`src/hw/rtl/ple_pkg.sv`:
```
// ----------------------------------------------------------------------------
// ple_pkg: shared types and constants of the positional list engine
// Request and status codes, store geometry and the command and status
// bundles between the list controller and the list datapath.
// ----------------------------------------------------------------------------
package ple_pkg;

  localparam int CAPACITY = 32;
  localparam int ADDR_W   = $clog2(CAPACITY);
  localparam int CNT_W    = $clog2(CAPACITY + 1);

  localparam int REQ_W    = 3;
  localparam int POS_W    = 8;
  localparam int VAL_W    = 32;
  localparam int STAT_W   = 3;
  localparam int CMP_W    = POS_W + 1;
  localparam int S_DATA_W = POS_W + VAL_W;
  localparam int M_DATA_W = VAL_W;

  typedef enum logic [REQ_W-1:0] {
    REQ_INSERT  = 3'd0,
    REQ_DELETE  = 3'd1,
    REQ_SHOW_FW = 3'd2,
    REQ_SEARCH  = 3'd3,
    REQ_SHOW_RV = 3'd4
  } req_t;

  typedef enum logic [STAT_W-1:0] {
    ST_DONE     = 3'd0,
    ST_BADPOS   = 3'd1,
    ST_EMPTY    = 3'd2,
    ST_FOUND    = 3'd3,
    ST_NOTFOUND = 3'd4,
    ST_FULL     = 3'd5,
    ST_INVALID  = 3'd6
  } status_t;

  // Where the walk pointer starts.
  typedef enum logic [1:0] {
    PTR_ZERO = 2'd0,
    PTR_LAST = 2'd1,
    PTR_POS  = 2'd2
  } ptr_sel_t;

  // How many reads the walk makes.
  typedef enum logic {
    LEFT_ALL  = 1'b0,
    LEFT_TAIL = 1'b1
  } left_sel_t;

  // Which value goes out with a result word.
  typedef enum logic [1:0] {
    ITEM_ZERO    = 2'd0,
    ITEM_RDATA   = 2'd1,
    ITEM_REMOVED = 2'd2
  } item_sel_t;

  typedef struct packed {
    logic      load;
    logic      init;
    ptr_sel_t  ptr_sel;
    left_sel_t left_sel;
    logic      rd;
    logic      dir_down;
    logic      take;
    logic      grab;
    logic      wr_shift;
    logic      wr_val;
    logic      cnt_inc;
    logic      cnt_dec;
    logic      emit;
    status_t   status;
    item_sel_t item_sel;
    logic      last;
  } cmd_t;

  typedef struct packed {
    logic [REQ_W-1:0] req;
    logic             ins_bad;
    logic             del_bad;
    logic             full;
    logic             empty;
    logic             done;
    logic             pend;
    logic             first;
    logic             hit;
    logic             found;
    logic             out_free;
  } stat_t;

endpackage

```
`src/hw/rtl/ple_ram.sv`:
```
// ----------------------------------------------------------------------------
// ple_ram: generic single-write, single-read RAM
// One write port and one read port; read data is registered and holds
// its value while no read is issued.
// ----------------------------------------------------------------------------
module ple_ram #(
  parameter int WIDTH = 32,
  parameter int DEPTH = 32
) (
  input  logic                     clk,
  input  logic                     we,
  input  logic [$clog2(DEPTH)-1:0] waddr,
  input  logic [WIDTH-1:0]         wdata,
  input  logic                     re,
  input  logic [$clog2(DEPTH)-1:0] raddr,
  output logic [WIDTH-1:0]         rdata
);

  logic [WIDTH-1:0] mem [DEPTH];

  always_ff @(posedge clk) begin
    if (we) begin
      mem[waddr] <= wdata;
    end
    if (re) begin
      rdata <= mem[raddr];
    end
  end

endmodule

```
`src/hw/rtl/ple_dp.sv`:
```
// ----------------------------------------------------------------------------
// ple_dp: list datapath
// Request registers, element count, walk pointer and read counter, the
// element store and the result word register.
// ----------------------------------------------------------------------------
module ple_dp (
  input  logic                          clk,
  input  logic                          rst,
  input  logic [ple_pkg::S_DATA_W-1:0]  s_tdata,
  input  logic [ple_pkg::REQ_W-1:0]     s_tuser,
  input  logic                          m_tready,
  output logic                          m_tvalid,
  output logic [ple_pkg::M_DATA_W-1:0]  m_tdata,
  output logic [ple_pkg::STAT_W-1:0]    m_tuser,
  output logic                          m_tlast,
  input  ple_pkg::cmd_t                 cmd,
  output ple_pkg::stat_t                st
);

  localparam int AW  = ple_pkg::ADDR_W;
  localparam int CW  = ple_pkg::CNT_W;
  localparam int PW  = ple_pkg::POS_W;
  localparam int VW  = ple_pkg::VAL_W;
  localparam int XW  = ple_pkg::CMP_W;
  localparam int CAP = ple_pkg::CAPACITY;

  logic [ple_pkg::REQ_W-1:0] req;
  logic [PW-1:0]             pos;
  logic [VW-1:0]             value;
  logic [CW-1:0]             count;
  logic [AW-1:0]             ptr;
  logic [AW-1:0]             ptr_q;
  logic [CW-1:0]             left;
  logic                      pend;
  logic                      first;
  logic                      found;
  logic [VW-1:0]             removed;
  logic [VW-1:0]             rdata;

  logic [XW-1:0] pos_ext;
  logic [XW-1:0] cnt_ext;
  logic [AW-1:0] pos_idx;
  logic [AW-1:0] last_idx;
  logic [CW-1:0] tail_len;
  logic [AW-1:0] waddr;
  logic [VW-1:0] wdata;
  logic [VW-1:0] item_next;

  assign pos_ext  = XW'(pos);
  assign cnt_ext  = XW'(count);
  assign pos_idx  = AW'(pos - PW'(1));
  assign last_idx = AW'(count - CW'(1));
  assign tail_len = CW'(cnt_ext - pos_ext + XW'(1));

  always_comb begin
    st          = '0;
    st.req      = req;
    st.ins_bad  = (pos == '0) || (pos_ext > cnt_ext + XW'(1));
    st.del_bad  = (pos == '0) || (pos_ext > cnt_ext);
    st.full     = (count == CW'(CAP));
    st.empty    = (count == '0);
    st.done     = (left == '0);
    st.pend     = pend;
    st.first    = first;
    st.hit      = (rdata == value);
    st.found    = found;
    st.out_free = !m_tvalid || m_tready;
  end

  // Request capture.
  always_ff @(posedge clk) begin
    if (cmd.load) begin
      req   <= s_tuser;
      pos   <= s_tdata[PW-1:0];
      value <= s_tdata[PW +: VW];
    end
  end

  // Walk pointer: a read goes out at ptr, then ptr steps.
  always_ff @(posedge clk) begin
    if (cmd.init) begin
      case (cmd.ptr_sel)
        ple_pkg::PTR_ZERO: ptr <= '0;
        ple_pkg::PTR_LAST: ptr <= last_idx;
        ple_pkg::PTR_POS:  ptr <= pos_idx;
        default:           ptr <= '0;
      endcase
    end else if (cmd.rd) begin
      ptr   <= cmd.dir_down ? ptr - AW'(1) : ptr + AW'(1);
      ptr_q <= ptr;
    end
    if (cmd.grab) begin
      removed <= rdata;
    end
  end

  always_ff @(posedge clk) begin
    if (rst) begin
      count <= '0;
      left  <= '0;
      pend  <= 1'b0;
      first <= 1'b0;
      found <= 1'b0;
    end else begin
      if (cmd.cnt_inc) begin
        count <= count + CW'(1);
      end else if (cmd.cnt_dec) begin
        count <= count - CW'(1);
      end
      if (cmd.init) begin
        left  <= (cmd.left_sel == ple_pkg::LEFT_TAIL) ? tail_len : count;
        first <= 1'b1;
        found <= 1'b0;
      end else begin
        if (cmd.rd) begin
          left <= left - CW'(1);
        end
        if (cmd.take) begin
          first <= 1'b0;
          if (rdata == value) begin
            found <= 1'b1;
          end
        end
      end
      if (cmd.rd) begin
        pend <= 1'b1;
      end else if (cmd.take) begin
        pend <= 1'b0;
      end
    end
  end

  // Insert moves entries up one place, delete moves them down one place.
  assign waddr = cmd.wr_val ? pos_idx : (cmd.dir_down ? ptr_q + AW'(1) : ptr_q - AW'(1));
  assign wdata = cmd.wr_val ? value : rdata;

  ple_ram #(
    .WIDTH (VW),
    .DEPTH (CAP)
  ) u_store (
    .clk   (clk),
    .we    (cmd.wr_shift || cmd.wr_val),
    .waddr (waddr),
    .wdata (wdata),
    .re    (cmd.rd),
    .raddr (ptr),
    .rdata (rdata)
  );

  always_comb begin
    case (cmd.item_sel)
      ple_pkg::ITEM_RDATA:   item_next = rdata;
      ple_pkg::ITEM_REMOVED: item_next = removed;
      default:               item_next = '0;
    endcase
  end

  // Result word register.
  always_ff @(posedge clk) begin
    if (rst) begin
      m_tvalid <= 1'b0;
    end else if (cmd.emit) begin
      m_tvalid <= 1'b1;
    end else if (m_tready) begin
      m_tvalid <= 1'b0;
    end
  end

  always_ff @(posedge clk) begin
    if (cmd.emit) begin
      m_tdata <= item_next;
      m_tuser <= cmd.status;
      m_tlast <= cmd.last;
    end
  end

  a_count_bound: assert property (@(posedge clk) disable iff (rst)
    count <= CW'(CAP))
    else $error("element count above capacity");

  a_count_step: assert property (@(posedge clk) disable iff (rst)
    (count != $past(count)) |->
      (count == $past(count) + CW'(1)) || (count == $past(count) - CW'(1)))
    else $error("element count moved by more than one");

endmodule

```
`src/hw/rtl/ple_ctrl.sv`:
```
// ----------------------------------------------------------------------------
// ple_ctrl: list controller
// Decodes each request and sequences the datapath walk: shift up for
// insert, shift down for delete, streamed reads for display and search.
// ----------------------------------------------------------------------------
module ple_ctrl (
  input  logic           clk,
  input  logic           rst,
  input  logic           s_tvalid,
  output logic           s_tready,
  output ple_pkg::cmd_t  cmd,
  input  ple_pkg::stat_t st
);

  typedef enum logic [8:0] {
    S_IDLE     = 9'b000000001,
    S_DECODE   = 9'b000000010,
    S_SHIFT_UP = 9'b000000100,
    S_WR_VAL   = 9'b000001000,
    S_SHIFT_DN = 9'b000010000,
    S_SHOW     = 9'b000100000,
    S_SEARCH   = 9'b001000000,
    S_FIN      = 9'b010000000,
    S_SPARE    = 9'b100000000
  } state_t;

  state_t state;
  state_t state_next;

  assign s_tready = (state == S_IDLE);

  always_ff @(posedge clk) begin
    if (rst) begin
      state <= S_IDLE;
    end else begin
      state <= state_next;
    end
  end

  always_comb begin
    state_next   = state;
    cmd          = '0;
    cmd.status   = ple_pkg::ST_DONE;
    cmd.item_sel = ple_pkg::ITEM_ZERO;
    cmd.ptr_sel  = ple_pkg::PTR_ZERO;
    cmd.left_sel = ple_pkg::LEFT_ALL;
    cmd.last     = 1'b1;
    case (state)
      S_IDLE: begin
        cmd.load = s_tvalid;
        if (s_tvalid) begin
          state_next = S_DECODE;
        end
      end

      S_DECODE: begin
        case (st.req)
          ple_pkg::REQ_INSERT: begin
            if (st.ins_bad || st.full) begin
              cmd.status = st.ins_bad ? ple_pkg::ST_BADPOS : ple_pkg::ST_FULL;
              cmd.emit   = st.out_free;
              if (st.out_free) begin
                state_next = S_IDLE;
              end
            end else begin
              cmd.init     = 1'b1;
              cmd.ptr_sel  = ple_pkg::PTR_LAST;
              cmd.left_sel = ple_pkg::LEFT_TAIL;
              state_next   = S_SHIFT_UP;
            end
          end
          ple_pkg::REQ_DELETE: begin
            if (st.del_bad) begin
              cmd.status = ple_pkg::ST_BADPOS;
              cmd.emit   = st.out_free;
              if (st.out_free) begin
                state_next = S_IDLE;
              end
            end else begin
              cmd.init     = 1'b1;
              cmd.ptr_sel  = ple_pkg::PTR_POS;
              cmd.left_sel = ple_pkg::LEFT_TAIL;
              state_next   = S_SHIFT_DN;
            end
          end
          ple_pkg::REQ_SHOW_FW, ple_pkg::REQ_SHOW_RV: begin
            if (st.empty) begin
              cmd.status = ple_pkg::ST_EMPTY;
              cmd.emit   = st.out_free;
              if (st.out_free) begin
                state_next = S_IDLE;
              end
            end else begin
              cmd.init    = 1'b1;
              cmd.ptr_sel = (st.req == ple_pkg::REQ_SHOW_RV) ? ple_pkg::PTR_LAST
                                                              : ple_pkg::PTR_ZERO;
              state_next  = S_SHOW;
            end
          end
          ple_pkg::REQ_SEARCH: begin
            cmd.init   = 1'b1;
            state_next = S_SEARCH;
          end
          default: begin
            cmd.status = ple_pkg::ST_INVALID;
            cmd.emit   = st.out_free;
            if (st.out_free) begin
              state_next = S_IDLE;
            end
          end
        endcase
      end

      S_SHIFT_UP: begin
        cmd.dir_down = 1'b1;
        cmd.rd       = !st.done;
        cmd.take     = st.pend;
        cmd.wr_shift = st.pend;
        if (st.done && !st.pend) begin
          state_next = S_WR_VAL;
        end
      end

      S_WR_VAL: begin
        cmd.wr_val  = 1'b1;
        cmd.cnt_inc = 1'b1;
        state_next  = S_FIN;
      end

      S_SHIFT_DN: begin
        cmd.rd       = !st.done;
        cmd.take     = st.pend;
        cmd.grab     = st.pend && st.first;
        cmd.wr_shift = st.pend && !st.first;
        if (st.done && !st.pend) begin
          cmd.cnt_dec = 1'b1;
          state_next  = S_FIN;
        end
      end

      S_SHOW: begin
        cmd.dir_down = (st.req == ple_pkg::REQ_SHOW_RV);
        cmd.emit     = st.pend && st.out_free;
        cmd.take     = cmd.emit;
        cmd.item_sel = ple_pkg::ITEM_RDATA;
        cmd.last     = st.done;
        cmd.rd       = !st.done && (!st.pend || cmd.emit);
        if (cmd.emit && st.done) begin
          state_next = S_IDLE;
        end
      end

      S_SEARCH: begin
        cmd.take = st.pend;
        cmd.rd   = !st.done && !(st.pend && st.hit);
        if ((st.pend && st.hit) || (st.done && !st.pend)) begin
          state_next = S_FIN;
        end
      end

      S_FIN: begin
        cmd.emit = st.out_free;
        case (st.req)
          ple_pkg::REQ_DELETE: cmd.item_sel = ple_pkg::ITEM_REMOVED;
          ple_pkg::REQ_SEARCH: cmd.status = st.found ? ple_pkg::ST_FOUND
                                                     : ple_pkg::ST_NOTFOUND;
          default:             cmd.item_sel = ple_pkg::ITEM_ZERO;
        endcase
        if (st.out_free) begin
          state_next = S_IDLE;
        end
      end

      default: begin
        state_next = S_IDLE;
      end
    endcase
  end

endmodule

```
`src/hw/rtl/positional_list_engine.sv`:
```
// ----------------------------------------------------------------------------
// positional_list_engine: ordered list of signed 32-bit values
// Insert, delete, search and forward or reverse display over a list of
// up to 32 elements held in a single-port-read RAM.
// ----------------------------------------------------------------------------
// Usage:
//   A request word enters on the slave channel; its kind (insert, delete,
//   show forward, search, show reverse) rides in s_tuser, position and
//   value in s_tdata. Result words leave on the master channel: status in
//   m_tuser, the deleted or displayed value in m_tdata, and m_tlast high on
//   the final word of the request. Display of a non-empty list emits one word
//   per element; every other request gives exactly one word.
//   One request is in work at a time; s_tready is high only while the
//   controller is idle, entered as the final result word is loaded, so a
//   request is taken while that word may still wait for the receiver.
//   Errors, unknown requests and empty display are answered from the decode
//   state with no walk. The walk touches one element per cycle through the
//   single read port; a display pauses while the receiver stalls and
//   otherwise loads one result word per cycle.
//   Reset empties the list at once (the element count goes to zero); the
//   store itself is not cleared. A stalled receiver holds the result word
//   in the output register; the request then pauses until the word is
//   taken, and no word is lost.
// ----------------------------------------------------------------------------
module positional_list_engine (
  input  logic                         clk,
  input  logic                         rst,
  input  logic                         s_tvalid,
  output logic                         s_tready,
  input  logic [ple_pkg::S_DATA_W-1:0] s_tdata,   // [7:0] position, [39:8] value
  input  logic [ple_pkg::REQ_W-1:0]    s_tuser,   // [2:0] req_type
  output logic                         m_tvalid,
  input  logic                         m_tready,
  output logic [ple_pkg::M_DATA_W-1:0] m_tdata,   // [31:0] item_value
  output logic [ple_pkg::STAT_W-1:0]   m_tuser,   // [2:0] status
  output logic                         m_tlast
);

  ple_pkg::cmd_t  cmd;
  ple_pkg::stat_t st;

  // Sequence each request.
  ple_ctrl u_ctrl (
    .clk      (clk),
    .rst      (rst),
    .s_tvalid (s_tvalid),
    .s_tready (s_tready),
    .cmd      (cmd),
    .st       (st)
  );

  // Hold the list and drive result words.
  ple_dp u_dp (
    .clk      (clk),
    .rst      (rst),
    .s_tdata  (s_tdata),
    .s_tuser  (s_tuser),
    .m_tready (m_tready),
    .m_tvalid (m_tvalid),
    .m_tdata  (m_tdata),
    .m_tuser  (m_tuser),
    .m_tlast  (m_tlast),
    .cmd      (cmd),
    .st       (st)
  );

  // Never overwrite a result word the receiver has not taken.
  a_no_overwrite: assert property (@(posedge clk) disable iff (rst)
    cmd.emit |-> (!m_tvalid || m_tready))
    else $error("result word overwritten while stalled");

  // No stale read data may remain when a new request can enter.
  a_idle_clean: assert property (@(posedge clk) disable iff (rst)
    s_tready |-> !st.pend)
    else $error("read data pending while idle");

endmodule

```
`config.mk`:
```
export PLATFORM = sky130hd
export DESIGN_NAME = positional_list_engine
export DESIGN_NICKNAME = d
export VERILOG_FILES = /design/src/hw/rtl/ple_pkg.sv /design/src/hw/rtl/ple_ram.sv /design/src/hw/rtl/ple_dp.sv /design/src/hw/rtl/ple_ctrl.sv /design/src/hw/rtl/positional_list_engine.sv
export SDC_FILE = /design/constraint.sdc
export NUM_CORES = 1
export LEC_CHECK = 0
export BUFFER_PORTS_ARGS = -buffer_cell sky130_fd_sc_hd__buf_2
export CORE_MARGIN = 4
export CORE_UTILIZATION = 46
export DETAILED_ROUTE_END_ITERATION = 8
export MAX_ROUTING_LAYER = met4
export PLACE_DENSITY = 0.67
export SETUP_SLACK_MARGIN = 0.1
export SYNTH_ARGS = -nofsm -noshare
export SYNTH_HDL_FRONTEND = slang
export SYNTH_SLANG_ARGS = --single-unit
```
`constraint.sdc`:
```
create_clock -name clk -period 9.6 [get_ports clk]
set_clock_uncertainty 0.15 [all_clocks]
set_input_delay 0.48 -clock clk [delete_from_list [all_inputs] [get_ports clk]]
set_output_delay 0.48 -clock clk [all_outputs]
set_load 0.03 [all_outputs]
```
After elaboration in Yosys (flattened, before gate mapping)
Memory sizes are Yosys's and may differ from the RTL's. A register that Yosys moved wholly into a read port is not among the register bits. Cells that the tools add are included.

Flip-flop bits (word level): 146. Latch bits: 0. Memory bits (writable): 1024. ROM bits: 0. Input bits: 47. Logic and storage cells: 149. Memories: 1.

Memory list: u_dp.u_store.mem (depth 32, width 32, rd ports 1, clocked after Yosys merged registers in 1, wr ports 1, RTL line ple_ram.sv:19) `logic [WIDTH-1:0] mem [DEPTH];`.

Add/subtract/negate cells: 11. $mul: 0. Divide/modulo/power cells: 0. Magnitude comparators: 2. Eq/ne operators: 23. Shifts and indexed selects: 0. Mux-type cells: 59. Bitwise operators: 1. Reduce and logical (&&, ||, !) cells: 36.

Operators with widths (count): $mux W9 (9); $pmux W9 S8 (1); $pmux W32 S2 (1); $pmux W9 S4 (1); $eq A32 B32 Y1 (1); $mux W32 (1); $mux W6 (5); $mux W5 (5); $mux W4 (6); $pmux W4 S4 (1); $sub A5 B1 Y5 const B (3); $add A6 B1 Y6 const B (2); $logic_not A6 Y1 (2); $mux W1 (12); $mux W3 (4); $sub A6 B1 Y6 const B (2); $add A5 B1 Y5 const B (2); $pmux W5 S2 (1); $reduce_bool A2 Y1 (5); $eq A9 B1 Y1 const B (1); $eq A9 B2 Y1 const B (1); $eq A9 B3 Y1 const B (1); $eq A9 B4 Y1 const B (1); $eq A9 B5 Y1 const B (1); 32 further kinds (63).

Logic depth before layout (Yosys ltp)
Gate-level depths: netlist (run 1).

Word-level depth: 10. Gate-level depth with buffers: 15. Mapped depth without buffers: 14.

Modules after synthesis
A second synthesis (run 1) with hierarchy kept.

Cells, all modules: 2926. Area, all modules: 48652.9 um2.

Modules (own cells, without submodules): ple_ram (times used 1, cells an instance 2260, area each 40812.9 um2, sequential area each 31710.4 um2); ple_dp (times used 1, cells an instance 540, area each 6875.3 um2, sequential area each 3953.8 um2); ple_ctrl (times used 1, cells an instance 126, area each 964.7 um2, sequential area each 180.2 um2).

Worst setup path after synthesis (run 1)
No wires, ideal clock.

Path kind: register -> register. Start: register u_ctrl.state[8]. End: memory u_dp.u_store.mem[17][0] (enable). Library setup time: 421 ps. Arrival time: 4346 ps. Data required time: 9029 ps. Setup slack: 4682 ps. Stages on the path, launching flop included: 12. Path buffers: 0. Path through: dfxtp_1 -> or4_1 -> nor4_1 -> a31oi_2 -> ha_1 -> nor2b_1 -> o21ai_0 -> a21boi_0 -> or3_4 -> a31oi_4 -> nand2_2 -> nor2_1.

Cells in the longest elaborated chain, start to end: 5.

Ends and longest elaborated chain: start, declared (RTL line ple_ctrl.sv:27) `state_t state;`; start signal, assigned (RTL line ple_ctrl.sv:36) `state <= state_next;`; $eq A9 B5 Y1, or another cell as far along (RTL line ple_ctrl.sv:48) `case (state)`; $pmux W1 S2 or $mux W2 (tied branches) (RTL line ple_ctrl.sv:48); $logic_or A1 B1 Y1 (RTL line ple_dp.sv:142) `.we (cmd.wr_shift || cmd.wr_val),`; $mux W1 (RTL line ple_ram.sv:22) `if (we) begin`; $mux W1 (implied by the code) (RTL line ple_ram.sv:23) `mem[waddr] <= wdata;`; end, declared (RTL line ple_ram.sv:19).

Several ways; a longest one is shown, not always the timed one.

Final worst setup path (run 1)
Start: register u_ctrl.state[8]. End: memory u_dp.u_store.mem[3][1] (enable).

Same word-level chain as after synthesis.

==> results.py, run 1 <==
metrics = {
    "finish": {
        "layout.nets": 2545,
        "drive_above_1_share_pct": 27.23,
        "postLayoutCoreUtil_pct": 52.78,
        "finalNonFillerCells": 3921,
        "areaGrowthSynthToFinish_pct": 13.35,
    },
    "grt": {
        "antenna_found_initial": 5,
        "grt-ovfl-total": 0,
        "grt_max_degree": 127,
        "grt_pass1_vias": 22891,
        "track_usage_pct": 21.83,
        "grt_pass1_wl_mm": 164.5,
    },
    "detailed_routing": {
        "viasPerCell": 6.020,
        "wire_per_inst_um": 29.26,
        "remaining_drc_errors": 0,
        "drtIter0Drc": 2888,
        "vias": 23603,
        "ant_nets": 0,
        "drt_wl_total_mm": 114.7,
        "first_pass_iters": 6,
    },
    "timing": {
        "relSlewSlack_pct": 21.36,
        "finalSetupTns_ns": 0,
        "hold_violations": 0,
        "whs_ns": 0.06140,
        "fmax_mhz": 189.6,
        "setup_violations": 0,
        "period_needed_ns": 5.273,
        "grt_setup_unrepaired": "false",
        "drv_slew": 0,
        "worst_pin_slew_ns": 1.180,
        "post-route-period-util_pct": 54.93,
    },
    "status": {
        "outcome": "finished, final reports clean",
    },
    "yosys": {
        "synth_most_common_cell": "edfxtp_1",
        "syn_inst": 2280,
        "synthTopCellsByArea": "edfxtp_1, mux4_2, dfxtp_1",
        "synth_nets": 2367,
        "synth_area_mm2": 0.04765,
        "synth-edff-count": 1177,
        "synth_commonest_cells": "edfxtp_1, mux4_2, nand2_1",
        "yosysUniqueCellTypes": 77,
        "synth_seq_cells": 1202,
        "ys_seq_area_share_pct": 75.23,
        "async_flop_share_pct": 0,
        "synth_warnings": 0,
        "netlist.area_leader.share_pct": 74.18,
        "synthFlopType": "edfxtp_1",
        "yosysTopAreaCell": "edfxtp_1",
        "syn_avg_cell_area_um2": 20.90,
    },
    "place": {
        "dp.cells": 3666,
        "gp_congestion": 0.8750,
        "place_hpwl_mm": 72.23,
        "io_buffers": 84,
    },
    "clocking": {
        "cts_root_buffer": "clkbuf_16",
        "htreeDepth": 3,
        "clk_path_buf_depth": 3,
        "path_clk_slew_ns": 0.06,
        "insertion_delay_ns": 0.70,
        "cts_repair_resize_count": 0,
        "cts_tree": "done",
        "cts_made_buffers": 114,
        "cts_sinks": 1202,
    },
    "worst_setup_path": {
        "cp_data_arrival_time_ns": 5.41,
        "cp-end-kind": "flip-flop",
        "cp_max_fo": 32,
        "worstPathRequired_ns": 9.73,
        "startpoint_type": "flip-flop",
        "path_class": "flip-flop to flip-flop",
    },
    "floorplanning": {
        "die_h_um": 329.8,
        "row_count": 117,
        "ioPinCount": 85,
        "dieArea_mm2": 0.1088,
        "die_x_um": 329.8,
        "core-area_mm2": 0.1023,
        "initial_utilization_pct": 46.56,
    },
    "power_and_ir_drop": {
        "p_per_area_mw_per_mm2": 186.1,
        "vdd_drop_max_v": 0.0001733,
        "finalPower_mw": 10.05,
        "leakagePower_nw": 12.66,
    },
    "worst_hold_path": {
        "hp-class": "primary input to flip-flop",
    },
    "flow_run": {
        "maxCapViolCount": 0,
    },
}
per-stage QoR:
step / area (µm²) / setup WS, ns
after floorplan: 47650 / 4.682
after global placement: 50010 / 4.542
after detailed placement: 50010 / 4.441
after CTS: 54000 / 4.399
after global routing: 54000 / 4.075
final: 54010 / 4.327
worst paths after layout:
kind              startpoint                     end  slack (ns)  cells past startpoint
min reg2reg       u_dp.first              u_dp.first        0.33                      2
max reg2reg  u_ctrl.state[8]  u_dp.u_store.mem[3][1]        4.33                     11
min                 m_tready         u_ctrl.state[7]        0.06                      4
max          u_ctrl.state[8]  u_dp.u_store.mem[3][1]        4.33                     11
where the power goes:
part / total, mW / leakage (nW) / internal, mW / switching, mW
Combinational: 0.0668 / 3.78 / 0.0331 / 0.0336
Clock: 4.29 / 1.72 / 2.41 / 1.88
Sequential: 5.70 / 7.15 / 5.68 / 0.0130
Total: 10.1 / 12.7 / 8.13 / 1.92
layout by cell type (no fill, tap or decap), drive strengths merged, types with 3 or more instances in the layout:
master and n:
inv 45, a211oi 3, o31ai 4, o41ai 3, or3 8, bufinv 7
nand4 10, a21o 8, clkinvlp 4, nor2b 6, nor4 12, and3 4
a22oi 38, or4 4, nand2 135, mux2 33, nand4b 3, a31o 3
ha 36, nor3b 5, dlygate4sd3 44, mux2i 8, nor2 97, buf 129
clkbuf 148, nand3 16, a21oi 18, clkinv 47, a31oi 7, edfxtp 1177
mux4 320, nand2b 5, and2 5, nor3 15, dfxtp 25, xor2 6
xnor2 53, fa 4, o21ai 22
routing by layer:
| layer | vias to the layer above | GRT usage (%) | routed length, µm |
|---|---|---|---|
| met2 | 1271 | 31.27 | 51780 |
| met1 | 12435 | 32.56 | 48370 |
| met4 | 0 | 5.855 | 3041 |
| met5 | - | - | 0 |
| met3 | 138 | 4.135 | 11550 |
| li1 | 9759 | - | - |
cell families (layout without fill, tap and decap cells):
kind of cell / after synthesis / after routing / share of synthesized area [%]
adders and majority gates: 40 / 40 / 1.113
xor gates and xnor gates: 59 / 59 / 1.085
other: 1 / 2 / 0.007870
muxes: 361 / 361 / 16.07
DFF: 1202 / 1202 / 75.23
and+or+nand+nor: 336 / 336 / 3.280
buffers and inverters: 152 / 424 / 1.239
AOI/OAI and AO/OA: 129 / 129 / 1.972
state kept, by name, indices dropped and copies added (netlist names):
name and cells:
u_dp.u_store.mem 1024, u_dp.removed 32, u_dp.found 1, u_dp.value 32, u_dp.pend 1, u_dp.m_tdata 32, u_dp.req 3, u_dp.m_tuser 3
u_dp.count 6, u_dp.first 1, u_dp.left 6, u_dp.u_store.rdata 32, u_dp.ptr_q 5, u_dp.m_tvalid 1, u_dp.pos 8, u_ctrl.state 9
u_dp.m_tlast 1, u_dp.ptr 5
layout make-up:
| type | instances | area [µm²] |
|---|---|---|
| Fill cell | 7689 | 48320 |
| Sequential cell | 1202 | 35840 |
| Multi-Input combinational cell | 926 | 11510 |
| Clock buffer | 148 | 3032 |
| Tap cell | 1368 | 1712 |
| Timing Repair Buffer | 173 | 1236 |
| Clock inverter | 62 | 518.0 |
| Inverter | 41 | 153.9 |
| Antenna cell | 1 | 2.502 |
critical path, cell delays in order, from the launching register on:
cell and delay [ns]:
dfxtp_1 0.32, or4_1 0.62, nor4_1 0.62, a31oi_2 0.30, ha_1 0.44, nor2b_1 0.14
o21ai_0 0.18, a21boi_0 0.15, o21ai_0 0.39, a31o_2 0.33, nand2_1 0.26, nor2_4 0.92
timing repair:
item                                   4_1_cts  5_1_grt
buffers inserted                             0        0
hold buffers                                44        0
endpoints found under the hold margin       46        0
(Power assumes the default switching activity.)
==> run 2, diff against run 1 <==
Settings changed: PLACE_DENSITY 0.67 to 0.7.
Clock period 9.6 ns to 4.8 ns, I/O delays scaled along.
==> results.py, run 2 (synthesis gave the netlist of run 1 again) <==
metrics = {
    "worst_setup_path": {
        "cp-end-kind": "flip-flop",
        "cp_data_arrival_time_ns": 4.65,
        "worstRegToRegCells": 12,
        "r2r_end": "u_dp.u_store.mem[14][13]",
        "startpoint_type": "flip-flop",
        "rrSetupSlack_ns": 0.37,
        "path_class": "flip-flop to flip-flop",
        "cp_max_fo": 32,
        "worstPathRequired_ns": 5.01,
        "startpoint": "u_ctrl.state[8]",
        "r2r_start": "u_ctrl.state[8]",
    },
    "detailed_routing": {
        "vias": 23514,
        "wire_per_inst_um": 26.86,
        "ant_nets": 0,
        "viasPerCell": 5.890,
        "remaining_drc_errors": 0,
        "first_pass_iters": 5,
        "drt_wl_total_mm": 107.2,
        "drtIter0Drc": 2998,
    },
    "place": {
        "io_buffers": 84,
        "gp_congestion": 0.8980,
        "dp.cells": 3730,
        "place_hpwl_mm": 70.29,
    },
    "timing": {
        "drv_slew": 0,
        "grt_setup_unrepaired": "false",
        "period_needed_ns": 4.432,
        "post-route-period-util_pct": 92.34,
        "worst_pin_slew_ns": 1.252,
        "fmax_mhz": 225.6,
        "setup_violations": 0,
        "hold_violations": 0,
        "whs_ns": 0.1084,
        "relSlewSlack_pct": 16.36,
    },
    "floorplanning": {
        "row_count": 117,
        "die_h_um": 329.8,
        "core-area_mm2": 0.1023,
        "dieArea_mm2": 0.1088,
        "ioPinCount": 85,
        "die_x_um": 329.8,
        "initial_utilization_pct": 46.56,
    },
    "finish": {
        "drive_above_1_share_pct": 29.25,
        "finalNonFillerCells": 3992,
        "areaGrowthSynthToFinish_pct": 15.68,
        "layout.nets": 2613,
        "nFillCells": 7543,
        "final_common_cell": "edfxtp_1",
        "layout_common_cells": "edfxtp_1, mux4_2, nand2_1",
        "largest_reg_flops": 1024,
        "regMostFlops": "u_dp.u_store.mem",
    },
    "clocking": {
        "path_clk_slew_ns": 0.07,
        "cts_sinks": 1202,
        "cts_root_buffer": "clkbuf_16",
        "clk_path_buf_depth": 3,
        "cts_made_buffers": 115,
        "insertion_delay_ns": 0.69,
        "cts_tree": "done",
        "htreeDepth": 3,
    },
    "flow_run": {
        "maxCapViolCount": 0,
    },
    "grt": {
        "grt_pass1_wl_mm": 159.2,
        "track_usage_pct": 20.45,
        "antenna_found_initial": 9,
        "grt_max_degree": 52,
        "grt_pass1_vias": 23642,
        "grt-ovfl-total": 0,
    },
    "worst_hold_path": {
        "worstHoldStart": "s_tdata[2]",
        "whs_path_depth": 2,
        "hold_end": "u_dp.pos[2]",
        "hp-class": "primary input to flip-flop",
    },
    "power_and_ir_drop": {
        "vdd_drop_max_v": 0.0003450,
        "leakagePower_nw": 13.20,
        "p_per_area_mw_per_mm2": 367.0,
    },
    "status": {
        "outcome": "finished, final reports clean",
    },
}
==> run 2: timing repair <==
| action | 4_1_cts | 5_1_grt |
|---|---|---|
| hold buffers | 47 | 0 |
| hold endpoints to repair | 86 | 0 |
| buffers inserted | 0 | 0 |
| resized for setup | 0 | 0 |
==> run 2: area by class of cell <==
class	count	area, µm²	share of cell area, %
multi-input cells	926	11500	20.86
repair buffers	240	2272	4.122
flip-flops and latches	1202	35840	65.03
clock buffers	137	3045	5.525
inverters	41	153.9	0.2792
diodes	2	5.005	0.009080
well taps	1368	1712	3.105
clock inverters	76	584.3	1.060
==> run 2: metal layers <==
| layer | share of wire (%) | GRT usage, % | vias up |
|---|---|---|---|
| li1 | - | - | 9891 |
| met1 | 43 | 30.11 | 12359 |
| met2 | 45 | 29.04 | 1112 |
| met3 | 11 | 5.629 | 152 |
| met4 | 1.8 | 4.160 | 0 |
| met5 | 0 | - | - |
==> run 2: through the flow <==
step / setup TNS, ns / instance area [µm²] / setup slack (ns) / power [mW] / utilization, %
6_report: 0 / 55120 / 0.3676 / 20.23 / 53.86
5_1_grt: 0 / 55110 / 0.1793 / 20.86 / 53.86
4_1_cts: 0 / 55110 / 0.3946 / 20.40 / 53.86
2_1_floorplan: -75.78 / 47650 / -0.1175 / 11.66 / -
3_3_place_gp: 0 / 51010 / 0.4237 / 11.72 / 49.85
3_5_place_dp: 0 / 51010 / 0.4007 / 11.72 / 49.85
==> run 2: worst max-delay path by stage <==
stage | endpoint | cells after the start
after global placement | u_dp.u_store.mem[13][14] | 12
after floorplan | u_dp.u_store.mem[18][0] | 11
after detailed placement | u_dp.u_store.mem[13][10] | 12
after global routing | u_dp.u_store.mem[13][16] | 12
final | u_dp.u_store.mem[14][13] | 12
after CTS | u_dp.u_store.mem[15][0] | 12
==> run 2: where the power goes <==
group          switching (mW)  leakage (nW)  total (mW)  internal [mW]
registers              0.0233          7.15        11.4           11.4
clock network            3.76          1.78        8.70           4.94
logic                  0.0709          4.27       0.139         0.0680
==> run 2: worst max-delay path, stage by stage (launching register included) <==
cell      delay (ns)
dfxtp_1         0.33
or4_1           0.65
nor4_1          0.37
a31oi_2         0.17
ha_1            0.39
nor2b_1         0.15
o21ai_0         0.20
a21boi_0        0.16
o21ai_0         0.44
a31o_2          0.29
nand2_1         0.32
nor2_4          0.22
buf_12          0.24
